### config.mk
export PLATFORM = sky130hd
export DESIGN_NAME = elevator_scan_controller
export DESIGN_NICKNAME = d
export VERILOG_FILES = /design/src/sv/esc_pkg.sv /design/src/sv/elevator_scan_controller.sv
export SDC_FILE = /design/constraint.sdc
export NUM_CORES = 1
export LEC_CHECK = 0
export ABC_AREA = 0
export BUFFER_PORTS_ARGS = -buffer_cell sky130_fd_sc_hd__buf_2
export CORE_UTILIZATION = 60
export CTS_CLUSTER_DIAMETER = 40
export DETAILED_ROUTE_END_ITERATION = 12
export GPL_ROUTABILITY_DRIVEN = 0
export PLACE_DENSITY = 0.78
export SLEW_MARGIN = 15
export SYNTH_ARGS = -nofsm -noshare
export SYNTH_HDL_FRONTEND = slang
export SYNTH_SLANG_ARGS = --single-unit
export TNS_END_PERCENT = 100
### constraint.sdc
create_clock -name clk -period 7.35 [get_ports clk]
set_input_delay 0.735 -clock clk [delete_from_list [all_inputs] [get_ports clk]]
set_output_delay 0.735 -clock clk [all_outputs]
set_load 0.1 [all_outputs]
### src/sv/esc_pkg.sv
// Shared types, codes and helper functions of the elevator scan controller.
// Used by the controller and by its checker; depends on nothing.
package esc_pkg;

  localparam int FLOOR_W    = 5;
  localparam int CMD_W      = 2;
  localparam int KIND_W     = 3;
  localparam int MODE_W     = 2;
  localparam int DIR_W      = 2;
  localparam int DEF_FLOORS = 16;
  localparam int MAX_RES    = 4;
  localparam int RCNT_W     = 3;

  typedef logic [FLOOR_W-1:0] floor_t;
  typedef logic [KIND_W-1:0]  kind_t;
  typedef logic [CMD_W-1:0]   cmd_t;
  typedef logic [MODE_W-1:0]  mode_t;
  typedef logic [DIR_W-1:0]   dir_t;

  typedef struct packed {
    kind_t  kind;
    floor_t floor;
  } result_t;

  localparam cmd_t CMD_REQUEST = 2'd0;
  localparam cmd_t CMD_MOVED   = 2'd1;
  localparam cmd_t CMD_READY   = 2'd2;

  localparam kind_t EV_BUTTON = 3'd0;
  localparam kind_t EV_AT     = 3'd1;
  localparam kind_t EV_MOVE   = 3'd2;
  localparam kind_t EV_STOP   = 3'd3;
  localparam kind_t EV_LOCK   = 3'd4;

  localparam mode_t MODE_WAIT   = 2'd0;
  localparam mode_t MODE_TASK   = 2'd1;
  localparam mode_t MODE_MOVE   = 2'd2;
  localparam mode_t MODE_ARRIVE = 2'd3;

  localparam dir_t DIR_STOP = 2'd0;
  localparam dir_t DIR_UP   = 2'd1;
  localparam dir_t DIR_DOWN = 2'd2;

  // True when floor a lies strictly beyond floor b in the given direction.
  function automatic logic sweep_gt(floor_t a, floor_t b, dir_t dir);
    logic r;
    r = 1'b0;
    if (dir == DIR_UP) begin
      r = (a > b);
    end else if (dir == DIR_DOWN) begin
      r = (a < b);
    end
    return r;
  endfunction

endpackage

### src/sv/elevator_scan_controller.sv
// Elevator scan controller: mode, direction, floor and sweep-ordered target queue.
// Depends on esc_pkg; the target queue is a single-port-read memory inside this module.
//
// A command transfers when start is high and busy is low; busy then stays high until
// the last result of that command has been shown. Results appear one per cycle with
// strobe high for exactly one cycle each and last marking the final one; they cannot
// be held off, so a receiver must take every strobed cycle. A floor request scans the
// queue once, an insertion shifts the tail up and an arrival shifts the queue down;
// every scan and shift walks the queue one entry per cycle through the one read port
// of the queue memory. Requests for floors outside 1..FLOORS and unused commands
// transfer, produce no result, and then release busy.
module elevator_scan_controller #(
  parameter int FLOORS = esc_pkg::DEF_FLOORS
) (
  input  logic                 clk,
  input  logic                 rst,
  input  logic                 start,
  input  esc_pkg::cmd_t        cmd,
  input  esc_pkg::floor_t      req_floor,
  output logic                 busy,
  output logic                 strobe,
  output esc_pkg::kind_t       event_kind,
  output esc_pkg::floor_t      event_floor,
  output logic                 last
);

  localparam int AW = $clog2(FLOORS);
  localparam int QW = $clog2(FLOORS + 1);
  localparam esc_pkg::floor_t TOP_FLOOR = esc_pkg::floor_t'(FLOORS);
  localparam logic [QW-1:0]   QFULL     = QW'(FLOORS);

  localparam logic [2:0] ST_IDLE       = 3'd0;
  localparam logic [2:0] ST_SCAN       = 3'd1;
  localparam logic [2:0] ST_DECIDE     = 3'd2;
  localparam logic [2:0] ST_SHIFT_UP   = 3'd3;
  localparam logic [2:0] ST_PLACE      = 3'd4;
  localparam logic [2:0] ST_ADVANCE    = 3'd5;
  localparam logic [2:0] ST_SHIFT_DOWN = 3'd6;
  localparam logic [2:0] ST_EMIT       = 3'd7;

  logic [2:0]                    state;
  esc_pkg::mode_t                mode;
  esc_pkg::dir_t                 dir;
  esc_pkg::floor_t               cur_floor;
  logic [QW-1:0]                 qlen;
  esc_pkg::floor_t               head;
  esc_pkg::floor_t               req_f;
  logic [AW-1:0]                 cnt;
  logic                          more;
  logic                          vld;
  logic [AW-1:0]                 didx;
  esc_pkg::floor_t               rd_data;
  esc_pkg::floor_t               prev;
  logic                          dup;
  logic                          end_found;
  logic [AW-1:0]                 end_idx;
  logic                          pos_found;
  logic [AW-1:0]                 pos_idx;
  logic                          case_a;
  logic [QW-1:0]                 pos_r;
  esc_pkg::result_t              res [esc_pkg::MAX_RES];
  logic [esc_pkg::RCNT_W-1:0]    rcount;
  logic [esc_pkg::RCNT_W-1:0]    oidx;

  esc_pkg::floor_t               queue_mem [FLOORS];

  logic                          wr_en;
  logic [AW-1:0]                 wr_addr;
  esc_pkg::floor_t               wr_data;

  logic [QW-1:0]                 last_q;
  logic                          end_here;
  logic                          in_seg;
  logic                          pos_hit;
  logic [QW-1:0]                 end_len;
  logic [QW-1:0]                 ins_pos;
  esc_pkg::floor_t               step_up;
  esc_pkg::floor_t               step_dn;
  esc_pkg::dir_t                 adv_dir;
  esc_pkg::floor_t               adv_cur;
  logic                          adv_ok;
  logic                          was_moving;
  logic [1:0]                    base;
  logic [1:0]                    after;

  always_comb begin
    last_q   = qlen - QW'(1);
    end_here = (didx != '0) && !esc_pkg::sweep_gt(rd_data, prev, dir);
    in_seg   = !end_found && !end_here;
    if (case_a) begin
      pos_hit = in_seg && !esc_pkg::sweep_gt(req_f, rd_data, dir);
    end else begin
      pos_hit = !in_seg && !esc_pkg::sweep_gt(rd_data, req_f, dir);
    end
    end_len = end_found ? QW'(end_idx) : qlen;
    if (pos_found) begin
      ins_pos = QW'(pos_idx);
    end else begin
      ins_pos = case_a ? end_len : qlen;
    end
  end

  always_comb begin
    step_up    = (cur_floor < TOP_FLOOR) ? cur_floor + 5'd1 : TOP_FLOOR;
    step_dn    = (cur_floor > 5'd1) ? cur_floor - 5'd1 : 5'd1;
    adv_dir    = (cur_floor > head) ? esc_pkg::DIR_DOWN : esc_pkg::DIR_UP;
    was_moving = (mode == esc_pkg::MODE_MOVE);
    if (was_moving) begin
      adv_cur = (adv_dir == esc_pkg::DIR_DOWN) ? step_dn : step_up;
    end else begin
      adv_cur = cur_floor;
    end
    adv_ok = (qlen != '0) && (mode == esc_pkg::MODE_TASK || was_moving);
    base   = rcount[1:0];
    after  = was_moving ? base + 2'd1 : base;
  end

  always_comb begin
    wr_en   = 1'b0;
    wr_addr = '0;
    wr_data = rd_data;
    unique case (state)
      ST_DECIDE: begin
        if (!dup && qlen != QFULL && ins_pos == qlen) begin
          wr_en   = 1'b1;
          wr_addr = qlen[AW-1:0];
          wr_data = req_f;
        end
      end
      ST_SHIFT_UP: begin
        wr_en   = vld;
        wr_addr = didx + AW'(1);
      end
      ST_PLACE: begin
        wr_en   = 1'b1;
        wr_addr = pos_r[AW-1:0];
        wr_data = req_f;
      end
      ST_SHIFT_DOWN: begin
        wr_en   = vld;
        wr_addr = didx - AW'(1);
      end
      ST_IDLE, ST_SCAN, ST_ADVANCE, ST_EMIT: begin
        wr_en = 1'b0;
      end
    endcase
  end

  always_ff @(posedge clk) begin
    rd_data <= queue_mem[cnt];
    if (wr_en) begin
      queue_mem[wr_addr] <= wr_data;
    end
  end

  always_ff @(posedge clk) begin
    if (rst) begin
      state     <= ST_IDLE;
      mode      <= esc_pkg::MODE_WAIT;
      dir       <= esc_pkg::DIR_STOP;
      cur_floor <= 5'd1;
      qlen      <= '0;
      more      <= 1'b0;
      vld       <= 1'b0;
      rcount    <= '0;
      oidx      <= '0;
    end else begin
      vld  <= more;
      didx <= cnt;
      unique case (state)
        ST_IDLE: begin
          if (start) begin
            rcount    <= '0;
            oidx      <= '0;
            req_f     <= req_floor;
            dup       <= 1'b0;
            end_found <= 1'b0;
            pos_found <= 1'b0;
            case_a    <= !esc_pkg::sweep_gt(cur_floor, req_floor, dir);
            state     <= ST_EMIT;
            if (cmd == esc_pkg::CMD_REQUEST) begin
              if (req_floor != '0 && req_floor <= TOP_FLOOR) begin
                mode <= esc_pkg::MODE_TASK;
                if (req_floor == cur_floor) begin
                  res[0] <= '{kind: esc_pkg::EV_AT, floor: cur_floor};
                  res[1] <= '{kind: (dir != esc_pkg::DIR_STOP) ? esc_pkg::EV_STOP
                                                                : esc_pkg::EV_LOCK,
                              floor: cur_floor};
                  rcount <= 3'd2;
                  mode   <= esc_pkg::MODE_ARRIVE;
                end else if (qlen == '0) begin
                  state <= ST_DECIDE;
                end else begin
                  state <= ST_SCAN;
                  cnt   <= '0;
                  more  <= 1'b1;
                end
              end
            end else if (cmd == esc_pkg::CMD_MOVED) begin
              state <= ST_ADVANCE;
            end else if (cmd == esc_pkg::CMD_READY) begin
              if (mode == esc_pkg::MODE_ARRIVE || mode == esc_pkg::MODE_MOVE) begin
                if (qlen == '0) begin
                  mode <= esc_pkg::MODE_WAIT;
                  dir  <= esc_pkg::DIR_STOP;
                end else begin
                  mode  <= esc_pkg::MODE_TASK;
                  state <= ST_ADVANCE;
                end
              end
            end
          end
        end
        ST_SCAN: begin
          if (more) begin
            cnt <= cnt + AW'(1);
            if (QW'(cnt) == last_q) begin
              more <= 1'b0;
            end
          end
          if (vld) begin
            prev <= rd_data;
            if (rd_data == req_f) begin
              dup <= 1'b1;
            end
            if (!end_found && end_here) begin
              end_found <= 1'b1;
              end_idx   <= didx;
            end
            if (!pos_found && pos_hit) begin
              pos_found <= 1'b1;
              pos_idx   <= didx;
            end
            if (QW'(didx) == last_q) begin
              state <= ST_DECIDE;
            end
          end
        end
        ST_DECIDE: begin
          state <= ST_ADVANCE;
          if (!dup) begin
            res[base] <= '{kind: esc_pkg::EV_BUTTON, floor: req_f};
            rcount    <= rcount + 3'd1;
            if (qlen != QFULL) begin
              pos_r <= ins_pos;
              if (ins_pos == qlen) begin
                qlen <= qlen + QW'(1);
                if (ins_pos == '0) begin
                  head <= req_f;
                end
              end else begin
                state <= ST_SHIFT_UP;
                cnt   <= last_q[AW-1:0];
                more  <= 1'b1;
              end
            end
          end
        end
        ST_SHIFT_UP: begin
          if (more) begin
            cnt <= cnt - AW'(1);
            if (QW'(cnt) == pos_r) begin
              more <= 1'b0;
            end
          end
          if (vld && QW'(didx) == pos_r) begin
            state <= ST_PLACE;
          end
        end
        ST_PLACE: begin
          qlen  <= qlen + QW'(1);
          state <= ST_ADVANCE;
          if (pos_r == '0) begin
            head <= req_f;
          end
        end
        ST_ADVANCE: begin
          state <= ST_EMIT;
          if (adv_ok) begin
            mode      <= esc_pkg::MODE_MOVE;
            dir       <= adv_dir;
            cur_floor <= adv_cur;
            if (was_moving) begin
              res[base] <= '{kind: esc_pkg::EV_AT, floor: adv_cur};
            end
            if (adv_cur != head) begin
              res[after] <= '{kind: esc_pkg::EV_MOVE, floor: adv_cur};
              rcount     <= rcount + (was_moving ? 3'd2 : 3'd1);
            end else begin
              res[after]         <= '{kind: esc_pkg::EV_AT, floor: adv_cur};
              res[after + 2'd1]  <= '{kind: esc_pkg::EV_STOP, floor: adv_cur};
              rcount             <= rcount + (was_moving ? 3'd3 : 3'd2);
              mode               <= esc_pkg::MODE_ARRIVE;
              qlen               <= qlen - QW'(1);
              if (qlen > QW'(1)) begin
                state <= ST_SHIFT_DOWN;
                cnt   <= AW'(1);
                more  <= 1'b1;
              end
            end
          end
        end
        ST_SHIFT_DOWN: begin
          if (more) begin
            cnt <= cnt + AW'(1);
            if (QW'(cnt) == qlen) begin
              more <= 1'b0;
            end
          end
          if (vld) begin
            if (didx == AW'(1)) begin
              head <= rd_data;
            end
            if (QW'(didx) == qlen) begin
              state <= ST_EMIT;
            end
          end
        end
        ST_EMIT: begin
          oidx <= oidx + 3'd1;
          if (rcount == '0 || oidx == rcount - 3'd1) begin
            state <= ST_IDLE;
          end
        end
      endcase
    end
  end

  assign busy        = (state != ST_IDLE);
  assign strobe      = (state == ST_EMIT) && (rcount != '0);
  assign event_kind  = res[oidx[1:0]].kind;
  assign event_floor = res[oidx[1:0]].floor;
  assign last        = strobe && (oidx == rcount - 3'd1);

endmodule

Word-level counts from Yosys, hierarchy flattened:

Memory sizes are Yosys's and may differ from the RTL's. A register that Yosys moved wholly into a read port is not among the register bits.
Cells that the tools add are included.

* flip-flop bits (word level): 65
* bits in writable memories: 112
* input port bits: 10
* output and inout port bits: 11
* word-level logic and storage cells: 363
* memories kept: 2

Memory list
* queue_mem: depth 16, bits a word 5, rd ports 1, clocked after Yosys merged registers in 1, wr ports 1, RTL line elevator_scan_controller.sv:65 `esc_pkg::floor_t queue_mem [FLOORS];`
* res: depth 4, bits a word 8, rd ports 1, clocked after Yosys merged registers in 1, wr ports 3, RTL line elevator_scan_controller.sv:61 `esc_pkg::result_t res [esc_pkg::MAX_RES];`

* $add $sub $neg: 15
* magnitude comparators: 13
* equality and inequality tests: 63
* multiplexer cells: 177
* bitwise gates (word level): 4
* reductions and logical operators: 68

Operators by type and width (count)
* 5-bit 2-to-1 mux: 20
* 1-bit 2-to-1 mux: 75
* 2-bit 2-to-1 mux: 30
* 2-bit inequality test (second input constant): 30
* 3-bit 2-to-1 mux: 19
* 4-bit 2-to-1 mux: 14
* 8-bit 2-to-1 mux: 4
* 4-bit by 5-bit == test with 1-bit output: 6
* 5-bit case mux with 3 select lines: 2
* 5-bit greater-than comparator: 5
* 3-bit case mux with 8 select lines: 1
* 5-bit less-than comparator: 4
* 4-bit case mux with 5 select lines: 1
* 4-bit case mux with 4 select lines: 1
* 4-bit AND reduction: 4
* 8-bit OR reduction: 2
* 5-bit == test: 3
* 5-bit logical NOT: 3
* 15-bit AND reduction: 1
* 5-bit AND reduction: 3
* 3-bit nonzero test: 5
* 5-bit nonzero test: 3
* 7-bit AND reduction: 2
* 1-bit logical AND: 13
* 46 further kinds: 89

Depth between registers and ports, before layout:

* word-level depth: 14
* depth in mapped cells: 20
* gate-level depth less buffers: 18

Least setup slack after synthesis:

Ideal clock, no wire load.

* kind: register to output
* start: reg rcount[0] (netlist name)
* end: out last
* data arrival time: 4.827 ns
* required time: 6.615 ns
* path slack: 1.788 ns
* cell stages (with the launch flop): 6
* buffers on the path: 1
* path through: dfxtp_1 clkbuf_1 inv_1 ha_1 a21oi_1 nor3b_1

* cells in the longest elaborated chain, start to end: 3
* elaborated cells on any way between the ends: 5
* classes of those cells: add/sub (1); eq/ne (1); reduce/logical (3)

Ends and longest elaborated chain
* start: declaration: RTL line elevator_scan_controller.sv:62 `logic [esc_pkg::RCNT_W-1:0] rcount;`
* start signal: assignment: RTL line elevator_scan_controller.sv:243 `rcount <= rcount + 3'd1;`
* start signal: assignment: RTL line elevator_scan_controller.sv:288 `rcount <= rcount + (was_moving ? 3'd2 : 3'd1);`
* start signal: assignment: RTL line elevator_scan_controller.sv:292 `rcount <= rcount + (was_moving ? 3'd3 : 3'd2);`
* 3-bit nonzero test: RTL line elevator_scan_controller.sv:330 `assign strobe = (state == ST_EMIT) && (rcount != '0);`
* 1-bit logical AND: RTL line elevator_scan_controller.sv:330
* net strobe: RTL line elevator_scan_controller.sv:21 `output logic strobe,`
* 1-bit logical AND: RTL line elevator_scan_controller.sv:333 `assign last = strobe && (oidx == rcount - 3'd1);`
* end: declaration: RTL line elevator_scan_controller.sv:24 `output logic last`

The timed path passes the listed nets, and every way through them passes these cells.

Worst setup path after layout:

* start: reg cur_floor[0]
* end: reg rcount[1] (netlist name)

* cells in the longest elaborated chain, start to end: 9
* elaborated cells on any way between the ends: 20
* classes of those cells: add/sub (2); order compare (3); eq/ne (3); mux (12)

Ends and longest elaborated chain
* start: declaration: RTL line elevator_scan_controller.sv:44 `esc_pkg::floor_t cur_floor;`
* start signal: assignment: RTL line elevator_scan_controller.sv:282 `cur_floor <= adv_cur;`
* 5-bit greater-than comparator: RTL line elevator_scan_controller.sv:106 `adv_dir = (cur_floor > head) ? esc_pkg::DIR_DOWN : esc_pkg::DIR_UP;`
* 2-bit 2-to-1 mux: RTL line elevator_scan_controller.sv:106
* 2-bit == test: RTL line elevator_scan_controller.sv:109 `adv_cur = (adv_dir == esc_pkg::DIR_DOWN) ? step_dn : step_up;`
* 5-bit 2-to-1 mux: RTL line elevator_scan_controller.sv:109
* 5-bit 2-to-1 mux: RTL line elevator_scan_controller.sv:108 `if (was_moving) begin`
* 5-bit inequality test: RTL line elevator_scan_controller.sv:286 `if (adv_cur != head) begin`
* 3-bit 2-to-1 mux: RTL line elevator_scan_controller.sv:286
* 3-bit 2-to-1 mux: RTL line elevator_scan_controller.sv:279 `if (adv_ok) begin`
* 3-bit case mux with 3 select lines *: RTL line elevator_scan_controller.sv:170 `unique case (state)`

Mark *: on every way between the ends. The rest lies on a longest branch, timed or not. The select of a mux whose other input is x is not followed.
A chain may end at the register's enable or synchronous reset.

==> run summary <==
outcome = finished clean
Area Overhead vs Synth = 8.389%
total track usage = 30.20%
placed instance count = 1,157
Gates resized, CTS repair = 0
Min-Delay Path Class = register to register
CTS tree = built
period utilization = 61.07%
Avg WL per Cell = 21.87 um
ys flop type = edfxtp_1
relative slew slack = 25.79%
Hold Vio Cnt, Final = 0
sw frac = 39.15%
unrepaired setup endpoints after global routing = false
Worst Path Required = 7.70 ns
top cell type by total area after synthesis = edfxtp_1
Max-Cap Viols = 0
Slew Viols, Final = 0
Worst Path Arrival = 4.84 ns
post-route clock skew = 0.01479 ns
PortBufs = 20
synthesized area = 10,610 um2
LEAKAGE = 4.127 nW
DR pass1 iterations = 7
Mapped Cells = 951
distinct cell type count after synthesis = 91
Overflow after GRT = 0
worst-path maximum fanout = 19
antenna violations before repair = 0
post-synth top area share = 39.64%
Clock transition at path regs = 0.08 ns
Register Area = 5025 um2
largest net degree at the start of global routing = 36
post-detail-place hpwl = 18,400 um
vias in the first global route = 7,459
first-pass GRT wire length = 40,940 um
Antenna diodes = 0
Post-synth EDFFs = 140
crit path time final = 4.489 ns
DRC = 0
clk buf depth = 2
synth top area cells = edfxtp_1 (40%), dfxtp_1 (7.7%), mux4_2 (6.8%)
nature of the critical path endpoint = register
clk root buf = clkbuf_16
non-filler cells, final = 1,189
vias = 7,859
power per cell area = 332.0 nW/um2
Core Area = 17,300 um2
Mean Syn Cell Area = 11.15 um2
share of total power in sequential cells = 38.7%
area taken by multi-input logic gates = 5154 um2
Peak supply drop = 190.5 uV
Die X = 135.0 um
setup_tns = 0 ns
NetSw = 1.494 mW
Layout fillers = 1,270
Gate power share = 35.2%
async set or reset register ratio after synthesis = 0%
Setup Buffers After CTS = 0
Chip Height = 135.0 um
Crit Path Class = register to register
IO Pins = 21
clk_lat worst skew = 0.45 ns
layout cells sized above 1 = 15.04%
Max Fclk = 0.2228 GHz
total CTS buffers = 17
hold-fix buffers at CTS = 0
Clock Power Share = 26.1%
worst slew pin tran = 1.103 ns
die area = 18,210 um2
Syn. warnings = 0
crit path launch type = register
CTS sink count = 181
flop and latch count out of synthesis = 181
P_int = 2.322 mW
Vias/cell = 6.610
Starting Density = 61.31%
H-Tree Depth = 4
Final ANT Viol Nets = 0
initial DRC count = 878
Routed WL = 26,000 um
Finish-stage setup viols = 0
Mapped Nets = 1,005
sequential area share after synthesis = 47.38%
Layout Nets = 1,005
num rows = 48
## power by group through the flow
stage,sequential [mW],clock [mW],combinational [mW]
final,1.48,0.997,1.34
after global routing,1.49,1.04,1.45
after CTS,1.47,1.00,1.33
after detailed placement,1.49,0,1.31
after global placement,1.49,0,1.28
after floorplan,1.40,0,1.04
## final timing paths
kind | from | to | cells past startpoint | slack, ns
worst max-delay path | cur_floor[0]$_SDFFE_PP1P_ | rcount[1]$_SDFFE_PP0P_ | 18 | 2.86
worst min-delay path | rd_data[0]$_DFF_P_ | prev[0]$_DFFE_PP_ | 0 | 0.47
worst max register to register | cur_floor[0]$_SDFFE_PP1P_ | rcount[1]$_SDFFE_PP0P_ | 18 | 2.86
worst min register to register | rd_data[0]$_DFF_P_ | prev[0]$_DFFE_PP_ | 0 | 0.47
## sequential cells by signal (all words and copies together) (netlist names), 4 cells and up, named ones only
signal / cells
qlen: 5
queue_mem: 80
res: 29
rd_data: 5
pos_r: 5
cur_floor: 5
pos_idx: 4
end_idx: 4
prev: 5
didx: 4
req_f: 5
cnt: 4
head: 5
## per-stage QoR
| step | total power [mW] | worst slack (ns) | util, % | hold slack (ns) | area (um2) |
|---|---|---|---|---|---|
| 2_1_floorplan | 2.444 | 1.788 | - | 0.4244 | 10610 |
| 3_3_place_gp | 2.766 | 3.120 | 62.64 | 0.4449 | 10830 |
| 3_5_place_dp | 2.806 | 2.996 | 62.64 | 0.4525 | 10830 |
| 4_1_cts | 3.799 | 2.951 | 66.46 | 0.4711 | 11490 |
| 5_1_grt | 3.986 | 2.511 | 66.46 | 0.4937 | 11490 |
| 6_report | 3.817 | 2.861 | 66.46 | 0.4739 | 11490 |
## synth_stat cells (all sizes together), types with 3 or more instances
cell,n
o311ai,7
o21ai,48
clkbuf,31
nor2b,11
nor2,86
nor3,17
a32oi,3
inv,47
dfxtp,41
a311oi,7
and3,8
nand2,75
buf,18
o31ai,8
mux2,21
nand4,8
nor4,7
mux4,32
xor2,17
or3,6
a21o,9
o21a,11
o22ai,8
and2,4
mux2i,24
a21oi,47
or2,8
a22o,5
a2bb2oi,3
xnor2,31
o211ai,8
a211oi,13
a221o,4
a22oi,3
ha,42
nor3b,4
edfxtp,140
nand3,33
a31oi,3
or4,4
nand3b,5
nand2b,10
## worst max-delay path: stages (launching register included)
cell,delay [ns]
dfxtp_1,0.66
inv_1,0.26
ha_1,0.35
nand3_1,0.13
nor2_1,0.14
a21oi_1,0.58
a21oi_1,0.11
a211oi_1,0.34
nor2_1,0.18
nor2_4,0.21
inv_8,0.10
ha_1,0.28
nand2_1,0.05
ha_1,0.20
inv_1,0.06
fa_1,0.40
nand2_1,0.07
a21oi_1,0.06
a211oi_1,0.21
## per-layer routing
layer,vias to the layer above,wire length (um),global-route usage (%)
li1,3579,-,-
met1,3808,10390,38.69
met2,370,12650,49.40
met3,102,1796,5.143
met4,0,1159,15.67
met5,-,0,0
## area by class of cell
| class | instances | share of cell area, % |
|---|---|---|
| Clock buffer | 17 | 3.701 |
| Clock inverter | 15 | 2.046 |
| Inverter | 49 | 1.665 |
| Multi-Input combinational cell | 671 | 44.83 |
| Sequential cell | 181 | 43.71 |
| Tap cell | 225 | 2.449 |
| Timing Repair Buffer | 31 | 1.589 |
## layout by cell type (no fill, tap or decap), drive strengths merged, types with 7 or more instances in the layout
cell type | netlist | final
a211oi | 13 | 13
a21o | 9 | 9
a21oi | 47 | 47
a311oi | 7 | 7
and3 | 8 | 8
buf | 18 | 31
clkbuf | 31 | 17
dfxtp | 41 | 41
edfxtp | 140 | 140
ha | 42 | 42
inv | 47 | 59
mux2 | 21 | 21
mux2i | 24 | 24
mux4 | 32 | 32
nand2 | 75 | 75
nand2b | 10 | 10
nand3 | 33 | 33
nand4 | 8 | 8
nor2 | 86 | 86
nor2b | 11 | 11
nor3 | 17 | 17
nor4 | 7 | 7
o211ai | 8 | 8
o21a | 11 | 11
o21ai | 48 | 48
o22ai | 8 | 8
o311ai | 7 | 7
o31ai | 8 | 8
or2 | 8 | 8
xnor2 | 31 | 31
xor2 | 17 | 17
## cell families (layout without fill, tap and decap cells)
| logic type | after synthesis | in the layout | synth area share [%] |
|---|---|---|---|
| flops | 181 | 181 | 47.38 |
| simple gates | 292 | 292 | 13.52 |
| xor+xnor | 48 | 48 | 3.964 |
| compound gates | 210 | 210 | 14.42 |
| fa+ha+maj | 44 | 44 | 5.333 |
| mux | 77 | 77 | 11.36 |
| buf+inv | 99 | 112 | 4.023 |
No activity file was read; power rests on OpenSTA's default activity.
